[src/rtl/core/ookpw_pkg.sv]
// Shared types, register codes and phase-resolution functions of the OOK pulse-width sender.
package ookpw_pkg;

    // Register indexes on the configuration channel
    localparam logic [7:0] CFG_CODE_WORD     = 8'd0;
    localparam logic [7:0] CFG_CODE_LENGTH   = 8'd1;
    localparam logic [7:0] CFG_FRAME_REPEATS = 8'd2;
    localparam logic [7:0] CFG_LONG_TICKS    = 8'd3;
    localparam logic [7:0] CFG_SHORT_TICKS   = 8'd4;
    localparam logic [7:0] CFG_GAP_TICKS     = 8'd5;
    localparam logic [7:0] CFG_LOCKOUT_TICKS = 8'd6;

    // Register reset values
    localparam logic [31:0] RST_CODE_WORD     = 32'd0;
    localparam logic [5:0]  RST_CODE_LENGTH   = 6'd24;
    localparam logic [7:0]  RST_FRAME_REPEATS = 8'd1;
    localparam logic [15:0] RST_LONG_TICKS    = 16'd0;
    localparam logic [15:0] RST_SHORT_TICKS   = 16'd0;
    localparam logic [23:0] RST_GAP_TICKS     = 24'd0;
    localparam logic [23:0] RST_LOCKOUT_TICKS = 24'd10000000;

    localparam logic [5:0]  MAX_CODE_LENGTH   = 6'd32;

    typedef enum logic [2:0] {
        PH_IDLE = 3'd0,
        PH_HIGH = 3'd1,
        PH_LOW  = 3'd2,
        PH_GAP  = 3'd3,
        PH_LOCK = 3'd4
    } t_phase;

    // Point in the frame sequence from which the next non-empty phase is sought
    typedef enum logic [1:0] {
        ENT_BIT       = 2'd0,  // high phase of bit p
        ENT_LOW       = 2'd1,  // low phase of bit p
        ENT_FRAME_END = 2'd2,  // gap of frame f just finished
        ENT_LOCK      = 2'd3   // lockout
    } t_entry;

    typedef struct packed {
        logic [31:0] code_word;
        logic [5:0]  code_length;
        logic [7:0]  frame_repeats;
        logic [15:0] long_ticks;
        logic [15:0] short_ticks;
        logic [23:0] gap_ticks;
        logic [23:0] lockout_ticks;
    } t_cfg;

    typedef struct packed {
        t_phase      phase;
        logic [23:0] ticks_left;
        logic [5:0]  bit_pos;
        logic [7:0]  frames_sent;
    } t_state;

    typedef struct packed {
        logic line_level;
        logic busy;
    } t_result;

    function automatic logic [5:0] eff_len(t_cfg c);
        return (c.code_length > MAX_CODE_LENGTH) ? MAX_CODE_LENGTH : c.code_length;
    endfunction

    function automatic logic code_bit(t_cfg c, logic [5:0] p);
        return p[5] ? 1'b0 : c.code_word[p[4:0]];
    endfunction

    function automatic logic [23:0] high_dur(t_cfg c, logic [5:0] p);
        return code_bit(c, p) ? {8'd0, c.long_ticks} : {8'd0, c.short_ticks};
    endfunction

    function automatic logic [23:0] low_dur(t_cfg c, logic [5:0] p);
        return code_bit(c, p) ? {8'd0, c.short_ticks} : {8'd0, c.long_ticks};
    endfunction

    // Find the first phase of nonzero duration from an entry point. With both
    // pulse lengths zero every bit is empty, so a frame reduces to its gap; with
    // either nonzero every bit has a nonzero phase, so the search is short.
    function automatic t_state settle(t_cfg c, t_entry e, logic [5:0] p, logic [7:0] f);
        t_state      r;
        logic [5:0]  len;
        logic [5:0]  pb;
        logic [7:0]  fn;
        logic        more;
        logic        frame_empty;
        logic        go_bit;
        logic        go_gap;
        logic        go_fend;
        logic        go_lock;
        len         = eff_len(c);
        fn          = f + 8'd1;
        more        = (fn < c.frame_repeats) && (fn != 8'd0);
        frame_empty = (len == 6'd0) || ((c.long_ticks == 16'd0) && (c.short_ticks == 16'd0));
        r           = '{phase: PH_IDLE, ticks_left: 24'd0, bit_pos: p, frames_sent: f};
        pb          = p;
        go_bit      = 1'b0;
        go_gap      = 1'b0;
        go_fend     = 1'b0;
        go_lock     = 1'b0;
        unique case (e)
            ENT_LOW: begin
                if (low_dur(c, p) != 24'd0) begin
                    r.phase      = PH_LOW;
                    r.ticks_left = low_dur(c, p);
                end else begin
                    go_bit = 1'b1;
                    pb     = p + 6'd1;
                end
            end
            ENT_BIT:       go_bit  = 1'b1;
            ENT_FRAME_END: go_fend = 1'b1;
            ENT_LOCK:      go_lock = 1'b1;
            default:       go_lock = 1'b1;
        endcase
        if (go_bit) begin
            r.bit_pos = pb;
            if (pb >= len) begin
                go_gap = 1'b1;
            end else if (high_dur(c, pb) != 24'd0) begin
                r.phase      = PH_HIGH;
                r.ticks_left = high_dur(c, pb);
            end else if (low_dur(c, pb) != 24'd0) begin
                r.phase      = PH_LOW;
                r.ticks_left = low_dur(c, pb);
            end else begin
                go_gap = 1'b1;
            end
        end
        if (go_gap) begin
            if (c.gap_ticks != 24'd0) begin
                r.phase      = PH_GAP;
                r.ticks_left = c.gap_ticks;
            end else begin
                go_fend = 1'b1;
            end
        end
        if (go_fend) begin
            if (more && !frame_empty) begin
                r.bit_pos     = 6'd0;
                r.frames_sent = fn;
                if (high_dur(c, 6'd0) != 24'd0) begin
                    r.phase      = PH_HIGH;
                    r.ticks_left = high_dur(c, 6'd0);
                end else begin
                    r.phase      = PH_LOW;
                    r.ticks_left = low_dur(c, 6'd0);
                end
            end else if (more && (c.gap_ticks != 24'd0)) begin
                r.bit_pos     = 6'd0;
                r.frames_sent = fn;
                r.phase       = PH_GAP;
                r.ticks_left  = c.gap_ticks;
            end else begin
                go_lock = 1'b1;
            end
        end
        if (go_lock) begin
            if (c.lockout_ticks != 24'd0) begin
                r.phase      = PH_LOCK;
                r.ticks_left = c.lockout_ticks;
            end else begin
                r.phase      = PH_IDLE;
                r.ticks_left = 24'd0;
            end
        end
        return r;
    endfunction

endpackage

[src/rtl/core/ookpw_cfg.sv]
// Configuration register file of the OOK pulse-width sender.
module ookpw_cfg (
    input  logic              i_clk,
    input  logic              i_rst_n,
    input  logic              i_wr,
    input  logic [7:0]        i_index,
    input  logic [31:0]       i_data,
    output ookpw_pkg::t_cfg   o_cfg
);

    ookpw_pkg::t_cfg r_cfg;

    // Drop writes beyond the register list
    always_ff @(posedge i_clk) begin
        if (!i_rst_n) begin
            r_cfg.code_word     <= ookpw_pkg::RST_CODE_WORD;
            r_cfg.code_length   <= ookpw_pkg::RST_CODE_LENGTH;
            r_cfg.frame_repeats <= ookpw_pkg::RST_FRAME_REPEATS;
            r_cfg.long_ticks    <= ookpw_pkg::RST_LONG_TICKS;
            r_cfg.short_ticks   <= ookpw_pkg::RST_SHORT_TICKS;
            r_cfg.gap_ticks     <= ookpw_pkg::RST_GAP_TICKS;
            r_cfg.lockout_ticks <= ookpw_pkg::RST_LOCKOUT_TICKS;
        end else if (i_wr) begin
            unique case (i_index)
                ookpw_pkg::CFG_CODE_WORD:     r_cfg.code_word     <= i_data;
                ookpw_pkg::CFG_CODE_LENGTH:   r_cfg.code_length   <= i_data[5:0];
                ookpw_pkg::CFG_FRAME_REPEATS: r_cfg.frame_repeats <= i_data[7:0];
                ookpw_pkg::CFG_LONG_TICKS:    r_cfg.long_ticks    <= i_data[15:0];
                ookpw_pkg::CFG_SHORT_TICKS:   r_cfg.short_ticks   <= i_data[15:0];
                ookpw_pkg::CFG_GAP_TICKS:     r_cfg.gap_ticks     <= i_data[23:0];
                ookpw_pkg::CFG_LOCKOUT_TICKS: r_cfg.lockout_ticks <= i_data[23:0];
                default: ;
            endcase
        end
    end

    assign o_cfg = r_cfg;

endmodule

[src/rtl/core/ookpw_core.sv]
// Phase sequencer of the OOK pulse-width sender: one tick per step.
module ookpw_core (
    input  logic                i_clk,
    input  logic                i_rst_n,
    input  logic                i_step,
    input  logic                i_button,
    input  ookpw_pkg::t_cfg     i_cfg,
    output ookpw_pkg::t_result  o_result
);

    ookpw_pkg::t_state r_st;
    ookpw_pkg::t_state n_st;
    ookpw_pkg::t_state start_st;
    ookpw_pkg::t_state cur_st;
    ookpw_pkg::t_state adv_st;
    ookpw_pkg::t_entry adv_entry;
    logic [5:0]        adv_pos;
    logic              starting;

    // First non-empty phase of a press
    assign start_st = ookpw_pkg::settle(i_cfg,
        (i_cfg.frame_repeats == 8'd0) ? ookpw_pkg::ENT_LOCK : ookpw_pkg::ENT_BIT,
        6'd0, 8'd0);

    assign starting = (r_st.phase == ookpw_pkg::PH_IDLE) && !i_button;

    // Phase that owns this tick
    always_comb begin
        if (starting) begin
            cur_st = start_st;
        end else begin
            cur_st = r_st;
        end
    end

    // Where to continue once the current phase runs out
    always_comb begin
        adv_entry = ookpw_pkg::ENT_LOCK;
        adv_pos   = cur_st.bit_pos;
        unique case (cur_st.phase)
            ookpw_pkg::PH_HIGH: adv_entry = ookpw_pkg::ENT_LOW;
            ookpw_pkg::PH_LOW: begin
                adv_entry = ookpw_pkg::ENT_BIT;
                adv_pos   = cur_st.bit_pos + 6'd1;
            end
            ookpw_pkg::PH_GAP: adv_entry = ookpw_pkg::ENT_FRAME_END;
            default:           adv_entry = ookpw_pkg::ENT_LOCK;
        endcase
    end

    assign adv_st = ookpw_pkg::settle(i_cfg, adv_entry, adv_pos, cur_st.frames_sent);

    always_comb begin
        n_st                = cur_st;
        o_result.line_level = (cur_st.phase == ookpw_pkg::PH_HIGH);
        o_result.busy       = (cur_st.phase != ookpw_pkg::PH_IDLE);
        if (cur_st.phase != ookpw_pkg::PH_IDLE) begin
            if (cur_st.ticks_left != 24'd1) begin
                n_st.ticks_left = cur_st.ticks_left - 24'd1;
            end else if (cur_st.phase == ookpw_pkg::PH_LOCK) begin
                n_st.phase      = ookpw_pkg::PH_IDLE;
                n_st.ticks_left = 24'd0;
            end else begin
                n_st = adv_st;
            end
        end
    end

    always_ff @(posedge i_clk) begin
        if (!i_rst_n) begin
            r_st <= '{phase: ookpw_pkg::PH_IDLE, ticks_left: 24'd0,
                      bit_pos: 6'd0, frames_sent: 8'd0};
        end else if (i_step) begin
            r_st <= n_st;
        end
    end

    a_busy_has_ticks: assert property (@(posedge i_clk) disable iff (!i_rst_n)
        r_st.phase != ookpw_pkg::PH_IDLE |-> r_st.ticks_left != 24'd0)
        else $error("active phase with no ticks left");

    a_idle_no_ticks: assert property (@(posedge i_clk) disable iff (!i_rst_n)
        r_st.phase == ookpw_pkg::PH_IDLE |-> r_st.ticks_left == 24'd0)
        else $error("idle with ticks pending");

    a_hold_without_step: assert property (@(posedge i_clk) disable iff (!i_rst_n)
        !i_step |=> $stable(r_st))
        else $error("sequencer moved without a tick");

endmodule

[src/rtl/core/ook_pulse_width_code_sender.sv]
// Top level of the OOK pulse-width code sender: handshakes, tick register, result register.
//
//  Channel   Dir  Handshake                  Payload
//  i_s_*     in   i_s_tvalid / o_s_tready    tdata[0] button_level (0 = pressed)
//  o_m_*     out  o_m_tvalid / i_m_tready    tdata[0] line_level, tdata[1] busy_res
//  i_cfg_*   in   i_cfg_valid / o_cfg_ready  i_cfg_index register, i_cfg_data value
//
// One request is one tick; a new tick is taken every cycle while no result stalls;
// its result passes the tick register, then the result register, before it is offered.
// The phase sequencer settles all zero-length phases within the same cycle.
// Reset (i_rst_n low, synchronous) clears the handshake state, returns the
// sequencer to idle and loads the register defaults.
// A stalled result holds in the output register; the tick register then
// holds the next request and o_s_tready drops until the result is taken.
module ook_pulse_width_code_sender (
    input  logic        i_clk,
    input  logic        i_rst_n,
    // tick requests
    input  logic        i_s_tvalid,
    output logic        o_s_tready,
    input  logic [7:0]  i_s_tdata,   // [0] button_level, [7:1] zero
    // results
    output logic        o_m_tvalid,
    input  logic        i_m_tready,
    output logic [7:0]  o_m_tdata,   // [0] line_level, [1] busy_res, [7:2] zero
    // register writes
    input  logic        i_cfg_valid,
    output logic        o_cfg_ready,
    input  logic [7:0]  i_cfg_index,
    input  logic [31:0] i_cfg_data
);

    ookpw_pkg::t_cfg    cfg;
    ookpw_pkg::t_result result;

    logic               r_in_valid;
    logic               r_in_button;
    logic               r_out_valid;
    ookpw_pkg::t_result r_out;
    logic               step;

    // Registers are always writable; writes must be issued only while the sender is idle, the block does not enforce it
    assign o_cfg_ready = 1'b1;

    ookpw_cfg u_cfg (
        .i_clk   (i_clk),
        .i_rst_n (i_rst_n),
        .i_wr    (i_cfg_valid),
        .i_index (i_cfg_index),
        .i_data  (i_cfg_data),
        .o_cfg   (cfg)
    );

    // Advance one tick when a request is held and the result slot is free or draining
    assign step       = r_in_valid && (!r_out_valid || i_m_tready);
    assign o_s_tready = !r_in_valid || step;

    always_ff @(posedge i_clk) begin
        if (!i_rst_n) begin
            r_in_valid <= 1'b0;
        end else if (o_s_tready) begin
            r_in_valid <= i_s_tvalid;
        end
    end

    // Hold the button sample until its tick is processed
    always_ff @(posedge i_clk) begin
        if (o_s_tready) begin
            r_in_button <= i_s_tdata[0];
        end
    end

    ookpw_core u_core (
        .i_clk    (i_clk),
        .i_rst_n  (i_rst_n),
        .i_step   (step),
        .i_button (r_in_button),
        .i_cfg    (cfg),
        .o_result (result)
    );

    always_ff @(posedge i_clk) begin
        if (!i_rst_n) begin
            r_out_valid <= 1'b0;
        end else if (step) begin
            r_out_valid <= 1'b1;
        end else if (i_m_tready) begin
            r_out_valid <= 1'b0;
        end
    end

    always_ff @(posedge i_clk) begin
        if (step) begin
            r_out <= result;
        end
    end

    assign o_m_tvalid = r_out_valid;
    assign o_m_tdata  = {6'd0, r_out.busy, r_out.line_level};

    a_high_means_busy: assert property (@(posedge i_clk) disable iff (!i_rst_n)
        o_m_tvalid && o_m_tdata[0] |-> o_m_tdata[1])
        else $error("line high while not busy");

    a_no_take_when_full: assert property (@(posedge i_clk) disable iff (!i_rst_n)
        r_in_valid && r_out_valid && !i_m_tready |-> !o_s_tready)
        else $error("request taken with both stages full");

    a_hold_stalled_result: assert property (@(posedge i_clk) disable iff (!i_rst_n)
        o_m_tvalid && !i_m_tready |=> o_m_tvalid && $stable(o_m_tdata))
        else $error("stalled result changed");

endmodule

[config.mk]
export PLATFORM = sky130hd
export DESIGN_NAME = ook_pulse_width_code_sender
export DESIGN_NICKNAME = d
export VERILOG_FILES = /design/src/rtl/core/ookpw_pkg.sv /design/src/rtl/core/ookpw_cfg.sv /design/src/rtl/core/ookpw_core.sv /design/src/rtl/core/ook_pulse_width_code_sender.sv
export SDC_FILE = /design/constraint.sdc
export NUM_CORES = 1
export LEC_CHECK = 0
export BUFFER_PORTS_ARGS = -buffer_cell sky130_fd_sc_hd__buf_4
export CAP_MARGIN = 10
export CORE_UTILIZATION = 30
export CTS_CLUSTER_SIZE = 30
export DETAILED_ROUTE_END_ITERATION = 16
export PLACE_DENSITY_LB_ADDON = 0.12
export SYNTH_ARGS = -nofsm -noshare
export SYNTH_HDL_FRONTEND = slang
export SYNTH_SLANG_ARGS = --single-unit
export TNS_END_PERCENT = 100
[constraint.sdc]
create_clock -name i_clk -period 17.79 [get_ports i_clk]
set_input_delay 1.779 -clock i_clk [delete_from_list [all_inputs] [get_ports i_clk]]
set_output_delay 1.779 -clock i_clk [all_outputs]
set_load 0.02 [all_outputs]
==> results.py, run 1 <==
metrics = {
    "outcome": {
        "outcome": "complete, no violations",
    },
    "yosys": {
        "postSynthAreaPerCell_um2": 7.51,
        "synth.yosys.warnings": 0,
        "synth.ff_latch_count": 172,
        "yosys.cell_types.count": 88,
        "synth_enable_flop_cells": 3,
        "syn-instance-count": 1545,
        "most_used_flip_flop_cell_after_synthesis": "sky130_fd_sc_hd__dfxtp_1",
        "syn_area_um2": 11600,
        "synth_top_cells_by_area": "sky130_fd_sc_hd__dfxtp_1 29%, sky130_fd_sc_hd__nand2_1 11%, sky130_fd_sc_hd__a21boi_0 6.1%",
        "proportion_of_netlist_area_held_by_the_largest_area_contributor": 0.291,
        "fraction_of_the_yosys_area_taken_by_sequential_cells": 0.299,
        "leading_area_contributor_after_synthesis": "sky130_fd_sc_hd__dfxtp_1",
        "postSynth.asyncResetShare": 0,
    },
    "pwr": {
        "internal-power_uw": 640,
        "finalPower_uw": 917,
        "power_per_cell_area_nw_per_um2": 70.3,
        "switching_share": 0.302,
        "p_sw_uw": 277,
        "ir_drop_v": 0.0000693,
        "power.sequential.fraction": 0.431,
        "power.share.combinational": 0.143,
        "share_clk_of_total_power": 0.426,
        "static-leakage-power_nw": 4.46,
    },
    "grt": {
        "largest_net_degree_at_the_start_of_global_routing": 86,
        "first_global_vias": 10980,
        "antenna_found_initial": 0,
        "total_routing_resource_utilization_after_global_routing": 0.231,
        "first_pass_grt_wire_length_um": 68400,
        "overflow": 0,
    },
    "cells_and_area": {
        "final_common_cell": "sky130_fd_sc_hd__nand2_1",
        "layout.core_utilization": 0.344,
        "commonest_non_fill_non_tap_cells_in_the_layout": "340 x sky130_fd_sc_hd__nand2_1, 169 x sky130_fd_sc_hd__dfxtp_1, 94 x sky130_fd_sc_hd__a21boi_0",
        "num-nets-final": 1612,
        "area_delta_synth_final_pct": 12.3,
        "final_antenna_diode_count": 0,
        "post_layout_nonfiller_instances": 2065,
        "share_of_final_layout_standard_cells_stronger_than_drive_strength_1": 0.0997,
    },
    "drt": {
        "detail_route.wl_per_cell_um": 21.5,
        "route.detailed.drc": 0,
        "avgViaCountPerCell": 5.62,
        "dr_wl_met2_um": 18700,
        "final_antenna_net_count": 0,
        "first_iter_violations": 910,
        "num_vias": 11600,
        "top_metal_layer_carrying_routed_signals": "met4",
        "length_of_the_first_detailed_routing_pass_in_iterations": 5,
        "dr_wl_met3_um": 3020,
        "wirelength_met1_um": 21600,
        "detail_route.wirelength_um": 44300,
    },
    "floorplanning": {
        "core.rowCount": 71,
        "die_width_um": 199,
        "die_area_um2": 39500,
        "core-area_um2": 37800,
        "die_y_um": 199,
        "io_pins": 64,
        "effective_utilization_at_floorplan": 0.307,
    },
    "hold_path": {
        "min_path_type": "reg -> reg",
        "start_point_of_the_worst_hold_path": "u_core.r_st[19]",
    },
    "timing": {
        "rsz0062_at_grt": "false",
        "report.final.hold_viol_count": 0,
        "worst-slew-pin-transition_ns": 1.21,
        "final.setup.tns_ns": 0,
        "timing.final.setup_violations": 0,
        "max_clock_freq_mhz": 102,
        "final-max-slew-violation-count": 0,
        "clock_skew_after_layout_ns": 0.0130,
        "min_period_over_period": 0.553,
        "post-route-min-period_ns": 9.83,
        "slew-limit-headroom": 0.193,
    },
    "worst_setup_path": {
        "worstSetupPathType": "reg -> reg",
        "crit_family": "simple AND/OR/NAND/NOR gates",
        "worst_path_max_delay_cell": "sky130_fd_sc_hd__nor4bb_1",
        "timing.critical_path.arrival_ns": 10.19,
        "critPathBufInv": 2,
        "worst_path_most_repeated_cell": "sky130_fd_sc_hd__a21oi_1",
        "setup.worst_path.start": "u_core.r_st[40]",
        "slowest_stage_delay_cp_ns": 0.92,
        "largest_fanout_on_the_critical_path": 56,
        "crit_path_end_kind": "register",
        "reg2reg_from": "u_core.r_st[40]",
        "worstPathRequired_ns": 18.15,
        "worst_setup_path_start_kind": "register",
    },
    "cts": {
        "clk_latency_ns": 0.46,
        "cts_htree_levels": 4,
        "clkSlewWorstSetupHoldPaths_ns": 0.08,
        "cts_tree": "done",
        "clock-sinks": 172,
        "cts-resized-gates": 0,
        "root_buffer": "sky130_fd_sc_hd__clkbuf_16",
        "postCtsHoldBufs": 0,
        "tritoncts.num_buffers": 17,
        "cts_max_path_buffers": 2,
        "post_cts.repair.setup_buffers": 0,
    },
    "place": {
        "detail_placement_hpwl_um": 32400,
        "routabilityCongestion": 0.901,
        "dpl.cell_count": 2033,
        "io_buffer_count": 49,
    },
    "flow_run": {
        "max_cap_violations": 0,
    },
}
-- worst register-to-register path: cells and delay by family, from the launching register on --
kind                       cells  cell delay [ns]
buffers and inverters          2             1.02
adders and majority gates      2             0.58
DFF                            1             0.50
AOI/OAI and AO/OA             13             3.03
and+or+nand+nor               11             3.17
xor gates and xnor gates       2             0.85
muxes                          1             0.56
-- synth_stat cells, types with 12 or more instances --
| cell | instances |
|---|---|
| sky130_fd_sc_hd__nand2_1 | 340 |
| sky130_fd_sc_hd__dfxtp_1 | 169 |
| sky130_fd_sc_hd__a21boi_0 | 94 |
| sky130_fd_sc_hd__clkbuf_1 | 88 |
| sky130_fd_sc_hd__nor2_1 | 84 |
| sky130_fd_sc_hd__a21oi_1 | 80 |
| sky130_fd_sc_hd__o21ai_0 | 75 |
| sky130_fd_sc_hd__mux2i_1 | 64 |
| sky130_fd_sc_hd__nor2b_1 | 47 |
| sky130_fd_sc_hd__nand3_1 | 37 |
| sky130_fd_sc_hd__nor3_1 | 33 |
| sky130_fd_sc_hd__nor4_1 | 31 |
| sky130_fd_sc_hd__o22ai_1 | 31 |
| sky130_fd_sc_hd__inv_1 | 25 |
| sky130_fd_sc_hd__a22oi_1 | 19 |
| sky130_fd_sc_hd__ha_1 | 18 |
| sky130_fd_sc_hd__a221oi_1 | 17 |
| sky130_fd_sc_hd__xnor2_1 | 17 |
| sky130_fd_sc_hd__a21o_1 | 14 |
| sky130_fd_sc_hd__a221o_1 | 14 |
| sky130_fd_sc_hd__a31oi_1 | 13 |
| sky130_fd_sc_hd__and3_1 | 13 |
| sky130_fd_sc_hd__o21a_1 | 12 |
-- power groups by stage --
stage / sequential (mW) / combinational (mW) / clock [mW]
CTS: 0.395 / 0.130 / 0.402
finish: 0.395 / 0.131 / 0.391
global route: 0.396 / 0.142 / 0.418
floorplan: 0.403 / 0.0848 / 0
global placement: 0.404 / 0.129 / 0
detailed placement: 0.404 / 0.129 / 0
-- per-layer routing --
layer,up-vias,track usage
met5,-,0
met4,0,0.0721
met3,36,0.0441
met2,375,0.345
met1,5626,0.332
li1,5563,-
-- cells by family (layout without fill, tap and decap cells) --
group | after synthesis | in the layout | synth area share
other | 2 | 7 | 0.000647
adders and majority gates | 18 | 18 | 0.0194
AOI/OAI and AO/OA | 457 | 457 | 0.270
and+or+nand+nor | 650 | 650 | 0.258
muxes | 82 | 82 | 0.0819
DFF | 172 | 172 | 0.299
buffers and inverters | 136 | 140 | 0.0494
xor gates and xnor gates | 28 | 28 | 0.0211
-- sequential cells by signal, indices dropped and copies added (netlist names) --
| register | cells |
|---|---|
| u_cfg.o_cfg | 126 |
| r_in_button | 1 |
| u_core.r_st | 41 |
| o_m_tvalid | 1 |
| r_in_valid | 1 |
| o_m_tdata | 2 |
-- through the flow --
stage,setup slack [ns],area (um^2),hold slack (ns)
floorplan,10.22,11600,0.438
global placement,8.09,12400,0.451
detailed placement,7.98,12400,0.451
CTS,7.98,13000,0.462
global route,7.25,13000,0.484
finish,7.96,13000,0.460
-- area by class of cell --
type                       count  area (um^2)
sequential                   172         3470
clock inverter                14          154
multi-input combinational   1242         7620
inverter                      28          105
tap                          511          639
fill                        4095        24800
timing repair buffer          80          601
clock buffer                  18          439
-- path summary, 6_finish.rpt --
path / to / slack [ns] / cells after the start
setup / recovery: u_core.r_st[17] / 7.96 / 31
hold / removal: u_core.r_st[19] / 0.46 / 2
hold reg to reg: u_core.r_st[19] / 0.46 / 2
setup reg to reg: u_core.r_st[17] / 7.96 / 31
Note: power is estimated with default switching activity, not from simulation.
==> inputs of run 2 (changes only) <==
Settings changed: ABC_AREA set to 1.
Clock period 17.79 ns to 10.1 ns, I/O delays scaled along.
==> run 2 against run 1 <==
First-iteration DRC count grew 11%. Worst hold slack gained 0.0075 ns. Critical path depth grew 24. Fmax grew 17%. Cell count grew 30%. Wire length grew 12%. Critical endpoint unchanged. Register-to-register slack lost 6.3 ns. Cell area grew 9.9%. Global-route usage grew 0.096 points. Via count grew 20%. Non-clock buffer count grew 33. Combinational power grew to 3.4 times the previous value.
==> results.py, run 2 <==
metrics = {
    "yosys": {
        "synth.yosys.warnings": 0,
        "most_used_flip_flop_cell_after_synthesis": "sky130_fd_sc_hd__dfxtp_1",
        "yosys.cell_types.count": 52,
        "synth_top_cells_by_area": "sky130_fd_sc_hd__dfxtp_1 27%, sky130_fd_sc_hd__nand2_1 17%, sky130_fd_sc_hd__a21oi_1 9.0%",
        "fraction_of_the_yosys_area_taken_by_sequential_cells": 0.274,
        "postSynthAreaPerCell_um2": 5.98,
        "synth.cells.most_frequent": "565 x sky130_fd_sc_hd__nand2_1, 242 x sky130_fd_sc_hd__inv_1, 227 x sky130_fd_sc_hd__a21oi_1",
        "synth.ff_latch_count": 172,
        "proportion_of_netlist_area_held_by_the_largest_area_contributor": 0.267,
        "postSynth.asyncResetShare": 0,
        "syn_area_um2": 12700,
        "yosys.cell_count.top_type": "sky130_fd_sc_hd__nand2_1",
        "syn-instance-count": 2118,
        "synth_enable_flop_cells": 3,
        "leading_area_contributor_after_synthesis": "sky130_fd_sc_hd__dfxtp_1",
    },
    "timing": {
        "rsz0062_at_grt": "false",
        "slew-limit-headroom": 0.208,
        "min_period_over_period": 0.832,
        "timing.final.setup_violations": 0,
        "final.setup.tns_ns": 0,
        "report.final.hold_viol_count": 0,
        "post-route-min-period_ns": 8.40,
        "clock_skew_after_layout_ns": 0.0155,
        "final-max-slew-violation-count": 0,
        "worst-slew-pin-transition_ns": 1.19,
        "max_clock_freq_mhz": 119,
    },
    "floorplanning": {
        "effective_utilization_at_floorplan": 0.308,
        "die_y_um": 208,
        "die_width_um": 208,
        "core-area_um2": 41200,
        "core.rowCount": 74,
        "io_pins": 64,
        "die_area_um2": 43100,
    },
    "worst_setup_path": {
        "worst_path_most_repeated_cell": "sky130_fd_sc_hd__nand2_1",
        "reg2regPathDepth": 55,
        "setup.reg_to_reg.worst_slack_ns": 1.70,
        "largest_fanout_on_the_critical_path": 49,
        "reg2reg_from": "u_cfg.o_cfg[94]",
        "timing.critical_path.arrival_ns": 8.80,
        "worstPathRequired_ns": 10.50,
        "slowest_stage_delay_cp_ns": 0.32,
        "worstSetupPathType": "reg -> reg",
        "worst_path_max_delay_cell": "sky130_fd_sc_hd__buf_4",
        "worst_setup_path_start_kind": "register",
        "r2r-end": "u_core.r_st[17]",
        "crit_path_end_kind": "register",
    },
    "drt": {
        "detail_route.wirelength_um": 49600,
        "route.detailed.drc": 0,
        "num_vias": 13869,
        "length_of_the_first_detailed_routing_pass_in_iterations": 5,
        "final_antenna_net_count": 0,
        "avgViaCountPerCell": 5.17,
        "detail_route.wl_per_cell_um": 18.5,
        "first_iter_violations": 1013,
    },
    "place": {
        "routabilityCongestion": 0.945,
        "io_buffer_count": 49,
        "detail_placement_hpwl_um": 36700,
    },
    "hold_path": {
        "min_delay_worst_endpoint": "u_core.r_st[25]",
        "min_path_type": "reg -> reg",
        "start_point_of_the_worst_hold_path": "u_core.r_st[25]",
        "min_delay_path_depth": 2,
    },
    "grt": {
        "first_global_vias": 13414,
        "met1_demand_to_capacity_share_in_global_routing": 0.308,
        "grt_peak_use_layer": "met2",
        "overflow": 0,
        "grt_util_met2": 0.378,
        "largest_net_degree_at_the_start_of_global_routing": 70,
        "total_routing_resource_utilization_after_global_routing": 0.232,
        "antenna_found_initial": 1,
        "gr-usage-met3": 0.0401,
        "first_pass_grt_wire_length_um": 77100,
    },
    "cts": {
        "cts_tree": "done",
        "postCtsHoldBufs": 0,
        "root_buffer": "sky130_fd_sc_hd__clkbuf_16",
        "clkSlewWorstSetupHoldPaths_ns": 0.08,
        "clock-sinks": 172,
        "cts-resized-gates": 0,
        "cts_htree_levels": 4,
        "clk_latency_ns": 0.47,
        "cts_max_path_buffers": 2,
        "tritoncts.num_buffers": 17,
        "post_cts.repair.setup_buffers": 0,
    },
    "flow_run": {
        "max_cap_violations": 0,
    },
    "cells_and_area": {
        "final_common_cell": "sky130_fd_sc_hd__nand2_1",
        "layout.core_utilization": 0.348,
        "share_of_final_layout_standard_cells_stronger_than_drive_strength_1": 0.0878,
        "largest_register_ffs": 126,
        "filler_cell_count": 4618,
        "area_delta_synth_final_pct": 13.1,
        "num-nets-final": 2210,
        "commonest_non_fill_non_tap_cells_in_the_layout": "563 x sky130_fd_sc_hd__nand2_1, 242 x sky130_fd_sc_hd__inv_1, 227 x sky130_fd_sc_hd__a21oi_1",
    },
    "pwr": {
        "static-leakage-power_nw": 6.21,
        "ir_drop_v": 0.000102,
        "power_per_cell_area_nw_per_um2": 129,
    },
    "outcome": {
        "outcome": "complete, no violations",
    },
}
## run 2: cell count changes in the layout (fill, tap and decap cells not counted), sizes merged, moves of 34 or more
cell    change
mux2i      -66
a21boi     -95
nor2b      -47
nand2     +236
o211ai     +34
inv       +224
o21ai     +114
a21oi     +147
nand3     +135
nor2       +94
## run 2: worst max-delay path: cells and delay by family, from the launching register on
kind	cells	cell delay [ns]
adders and majority gates	1	0.30
buffers and inverters	13	2.50
and+or+nand+nor	35	4.14
AOI/OAI and AO/OA	5	0.80
xor gates and xnor gates	1	0.22
DFF	1	0.30
## run 2: cell type report
class                           instances  area, um^2  area share
Antenna cell                            1        2.50    0.000175
Clock buffer                           20         478      0.0334
Clock inverter                         12         120     0.00838
Inverter                              255         957      0.0668
Multi-Input combinational cell       1580        7730       0.540
Sequential cell                       172        3470       0.242
Tap cell                              532         666      0.0465
Timing Repair Buffer                  113         898      0.0627
## run 2: cells by family after synthesis
group | synth area share
adders and majority gates | 0.0178
DFF | 0.274
AOI/OAI and AO/OA | 0.230
xor gates and xnor gates | 0.0187
buffers and inverters | 0.119
and+or+nand+nor | 0.340
other | 0.000593
## run 2: worst max-delay path by stage
stage | start | endpoint | cells after the start
2_1_floorplan | u_core.r_st[38] | u_core.r_st[23] | 42
3_3_place_gp | u_cfg.o_cfg[94] | u_core.r_st[25] | 52
3_5_place_dp | u_cfg.o_cfg[94] | u_core.r_st[25] | 54
4_1_cts | u_cfg.o_cfg[94] | u_core.r_st[25] | 53
5_1_grt | u_cfg.o_cfg[94] | u_core.r_st[23] | 53
6_report | u_cfg.o_cfg[94] | u_core.r_st[17] | 55
## run 2: layer usage
layer | up-vias | share of wire
met2 | 319 | 0.45
met4 | 0 | 0.028
met5 | - | 0
li1 | 7028 | -
met3 | 54 | 0.047
met1 | 6468 | 0.47
## run 2: power breakdown
group / internal, mW / switching, mW
combinational: 0.139 / 0.306
sequential: 0.693 / 0.00703
clock: 0.374 / 0.333
## run 2: stage by stage
step | hold WS, ns | instance area, um^2 | cells | setup slack [ns] | total power, mW
after floorplan | 0.439 | 12700 | 2123 | 3.84 | 1.01
after global placement | 0.452 | 13700 | 2652 | 1.83 | 1.15
after detailed placement | 0.457 | 13700 | 2652 | 1.79 | 1.16
after CTS | 0.468 | 14300 | 2684 | 1.73 | 1.87
after global routing | 0.482 | 14300 | 2684 | 0.842 | 1.95
final | 0.467 | 14300 | 2685 | 1.70 | 1.85
==> inputs of run 3 (changes only) <==
Clock period 10.1 ns to 8.15 ns, I/O delays scaled along.
==> run 3 against run 2 <==
Cell count is 0.52% lower. Highest routed layer unchanged. Non-clock buffer count is 14 lower. Count of clock-buffer cells in the layout is 3 lower. Clock power is 24% higher. Setup slack worse by 0.93 ns. Sequential share of layout area stayed put. Largest cell class unchanged. Critical path depth is 7 lower.
==> results.py, run 3 (synthesized netlist as in run 2, its figures left out) <==
metrics = {
    "grt": {
        "first_pass_grt_wire_length_um": 77700,
        "first_global_vias": 13215,
        "overflow": 0,
        "total_routing_resource_utilization_after_global_routing": 0.234,
        "largest_net_degree_at_the_start_of_global_routing": 69,
        "antenna_found_initial": 3,
    },
    "drt": {
        "route.detailed.drc": 0,
        "avgViaCountPerCell": 5.25,
        "num_vias": 14020,
        "length_of_the_first_detailed_routing_pass_in_iterations": 5,
        "dr_wl_met3_um": 2350,
        "detail_route.wirelength_um": 50500,
        "detail_route.wl_per_cell_um": 18.9,
        "dr_wl_met2_um": 22900,
        "wirelength_met1_um": 24200,
        "final_antenna_net_count": 0,
        "top_metal_layer_carrying_routed_signals": "met4",
        "first_iter_violations": 1094,
    },
    "pwr": {
        "power.share.combinational": 0.243,
        "p_sw_uw": 854,
        "switching_share": 0.371,
        "ir_drop_v": 0.000109,
        "static-leakage-power_nw": 6.16,
        "finalPower_mw": 2.30,
        "power_per_cell_area_nw_per_um2": 161,
        "internal-power_mw": 1.45,
        "share_clk_of_total_power": 0.380,
        "power.sequential.fraction": 0.377,
    },
    "timing": {
        "final_worst_slack_ns": 0.770,
        "rsz0062_at_grt": "false",
        "slew-limit-headroom": 0.343,
        "worst-slew-pin-transition_ns": 0.984,
        "post-route-min-period_ns": 7.38,
        "clock_skew_after_layout_ns": 0.0192,
        "min_period_over_period": 0.905,
        "report.final.hold_viol_count": 0,
        "final.setup.tns_ns": 0,
        "fin_hold_ws_ns": 0.467,
        "final-max-slew-violation-count": 0,
        "timing.final.setup_violations": 0,
        "max_clock_freq_mhz": 136,
    },
    "floorplanning": {
        "effective_utilization_at_floorplan": 0.308,
        "die_y_um": 208,
        "die_width_um": 208,
        "core-area_um2": 41200,
        "io_pins": 64,
        "die_area_um2": 43100,
        "core.rowCount": 74,
    },
    "cells_and_area": {
        "multiInputGateArea_um2": 7800,
        "largest_register_ffs": 126,
        "final_antenna_diode_count": 0,
        "num-nets-final": 2197,
        "area_delta_synth_final_pct": 13.1,
        "final-seq-area_um2": 3470,
        "filler_cell_count": 4600,
        "share_of_final_layout_standard_cells_stronger_than_drive_strength_1": 0.0860,
        "final_common_cell": "sky130_fd_sc_hd__nand2_1",
        "commonest_non_fill_non_tap_cells_in_the_layout": "562 x sky130_fd_sc_hd__nand2_1, 240 x sky130_fd_sc_hd__inv_1, 227 x sky130_fd_sc_hd__a21oi_1",
    },
    "cts": {
        "tritoncts.num_buffers": 17,
        "clkSlewWorstSetupHoldPaths_ns": 0.08,
        "cts_tree": "done",
        "clock-sinks": 172,
        "clk_latency_ns": 0.47,
        "cts_max_path_buffers": 2,
        "cts_htree_levels": 4,
        "root_buffer": "sky130_fd_sc_hd__clkbuf_16",
    },
    "place": {
        "place_worst_setup_slack_ns": 0.222,
        "io_buffer_count": 49,
        "routabilityCongestion": 0.942,
        "detail_placement_hpwl_um": 37100,
    },
    "worst_setup_path": {
        "worst_path_most_repeated_cell": "sky130_fd_sc_hd__nand2_1",
        "worstSetupPathType": "reg -> reg",
        "worstPathRequired_ns": 8.48,
        "largest_fanout_on_the_critical_path": 25,
        "worst_path_max_delay_cell": "sky130_fd_sc_hd__dfxtp_1",
        "crit_path_end_kind": "register",
        "slowest_stage_delay_cp_ns": 0.42,
        "timing.critical_path.arrival_ns": 7.71,
        "worst_setup_path_start_kind": "register",
    },
    "flow_run": {
        "max_cap_violations": 0,
    },
    "hold_path": {
        "min_path_type": "reg -> reg",
    },
    "outcome": {
        "outcome": "complete, no violations",
    },
}
run 3: metal layers:
layer | vias to the layer above | track usage
li1 | 7008 | -
met1 | 6599 | 0.323
met2 | 363 | 0.379
met3 | 50 | 0.0313
met4 | 0 | 0.0664
met5 | - | 0
run 3: final timing paths:
kind                                       from         endpoint  slack (ns)  cells after the start
worst min-delay path            u_core.r_st[21]  u_core.r_st[21]        0.47                      2
worst max-delay path            u_cfg.o_cfg[94]  u_core.r_st[16]        0.77                     48
worst min register to register  u_core.r_st[21]  u_core.r_st[21]        0.47                      2
worst max register to register  u_cfg.o_cfg[94]  u_core.r_st[16]        0.77                     48
run 3: cell type report:
type	count	area share
timing repair buffer	99	0.0564
sequential	172	0.242
clock buffer	17	0.0297
multi-input combinational	1581	0.545
clock inverter	15	0.0130
tap	532	0.0465
inverter	255	0.0674
run 3: through the flow:
stage,instances,cell area [um^2],utilization
2_1_floorplan,2123,12700,-
3_3_place_gp,2633,13600,0.329
4_1_cts,2665,14200,0.344
6_report,2671,14300,0.348
3_5_place_dp,2633,13600,0.329
5_1_grt,2671,14300,0.348
run 3: power by group through the flow:
stage	combinational, mW	sequential [mW]	clock [mW]
finish	0.558	0.868	0.875
floorplan	0.364	0.886	0
CTS	0.534	0.868	0.892
global placement	0.531	0.887	0
global route	0.612	0.870	0.929
detailed placement	0.532	0.888	0
run 3: critical path, delay by kind of cell, from the launching register on:
| kind | cells | cell delay, ns |
|---|---|---|
| simple gates | 26 | 2.92 |
| xor+xnor | 2 | 0.47 |
| fa+ha+maj | 1 | 0.30 |
| flops | 1 | 0.42 |
| buf+inv | 12 | 1.98 |
| compound gates | 7 | 1.10 |
run 3: timing repair:
| item | CTS | global route |
|---|---|---|
| resized for setup | 0 | 18 |
| endpoints found under the setup margin | 0 | 41 |
| setup buffers | 0 | 4 |
| hold buffers | 0 | 0 |
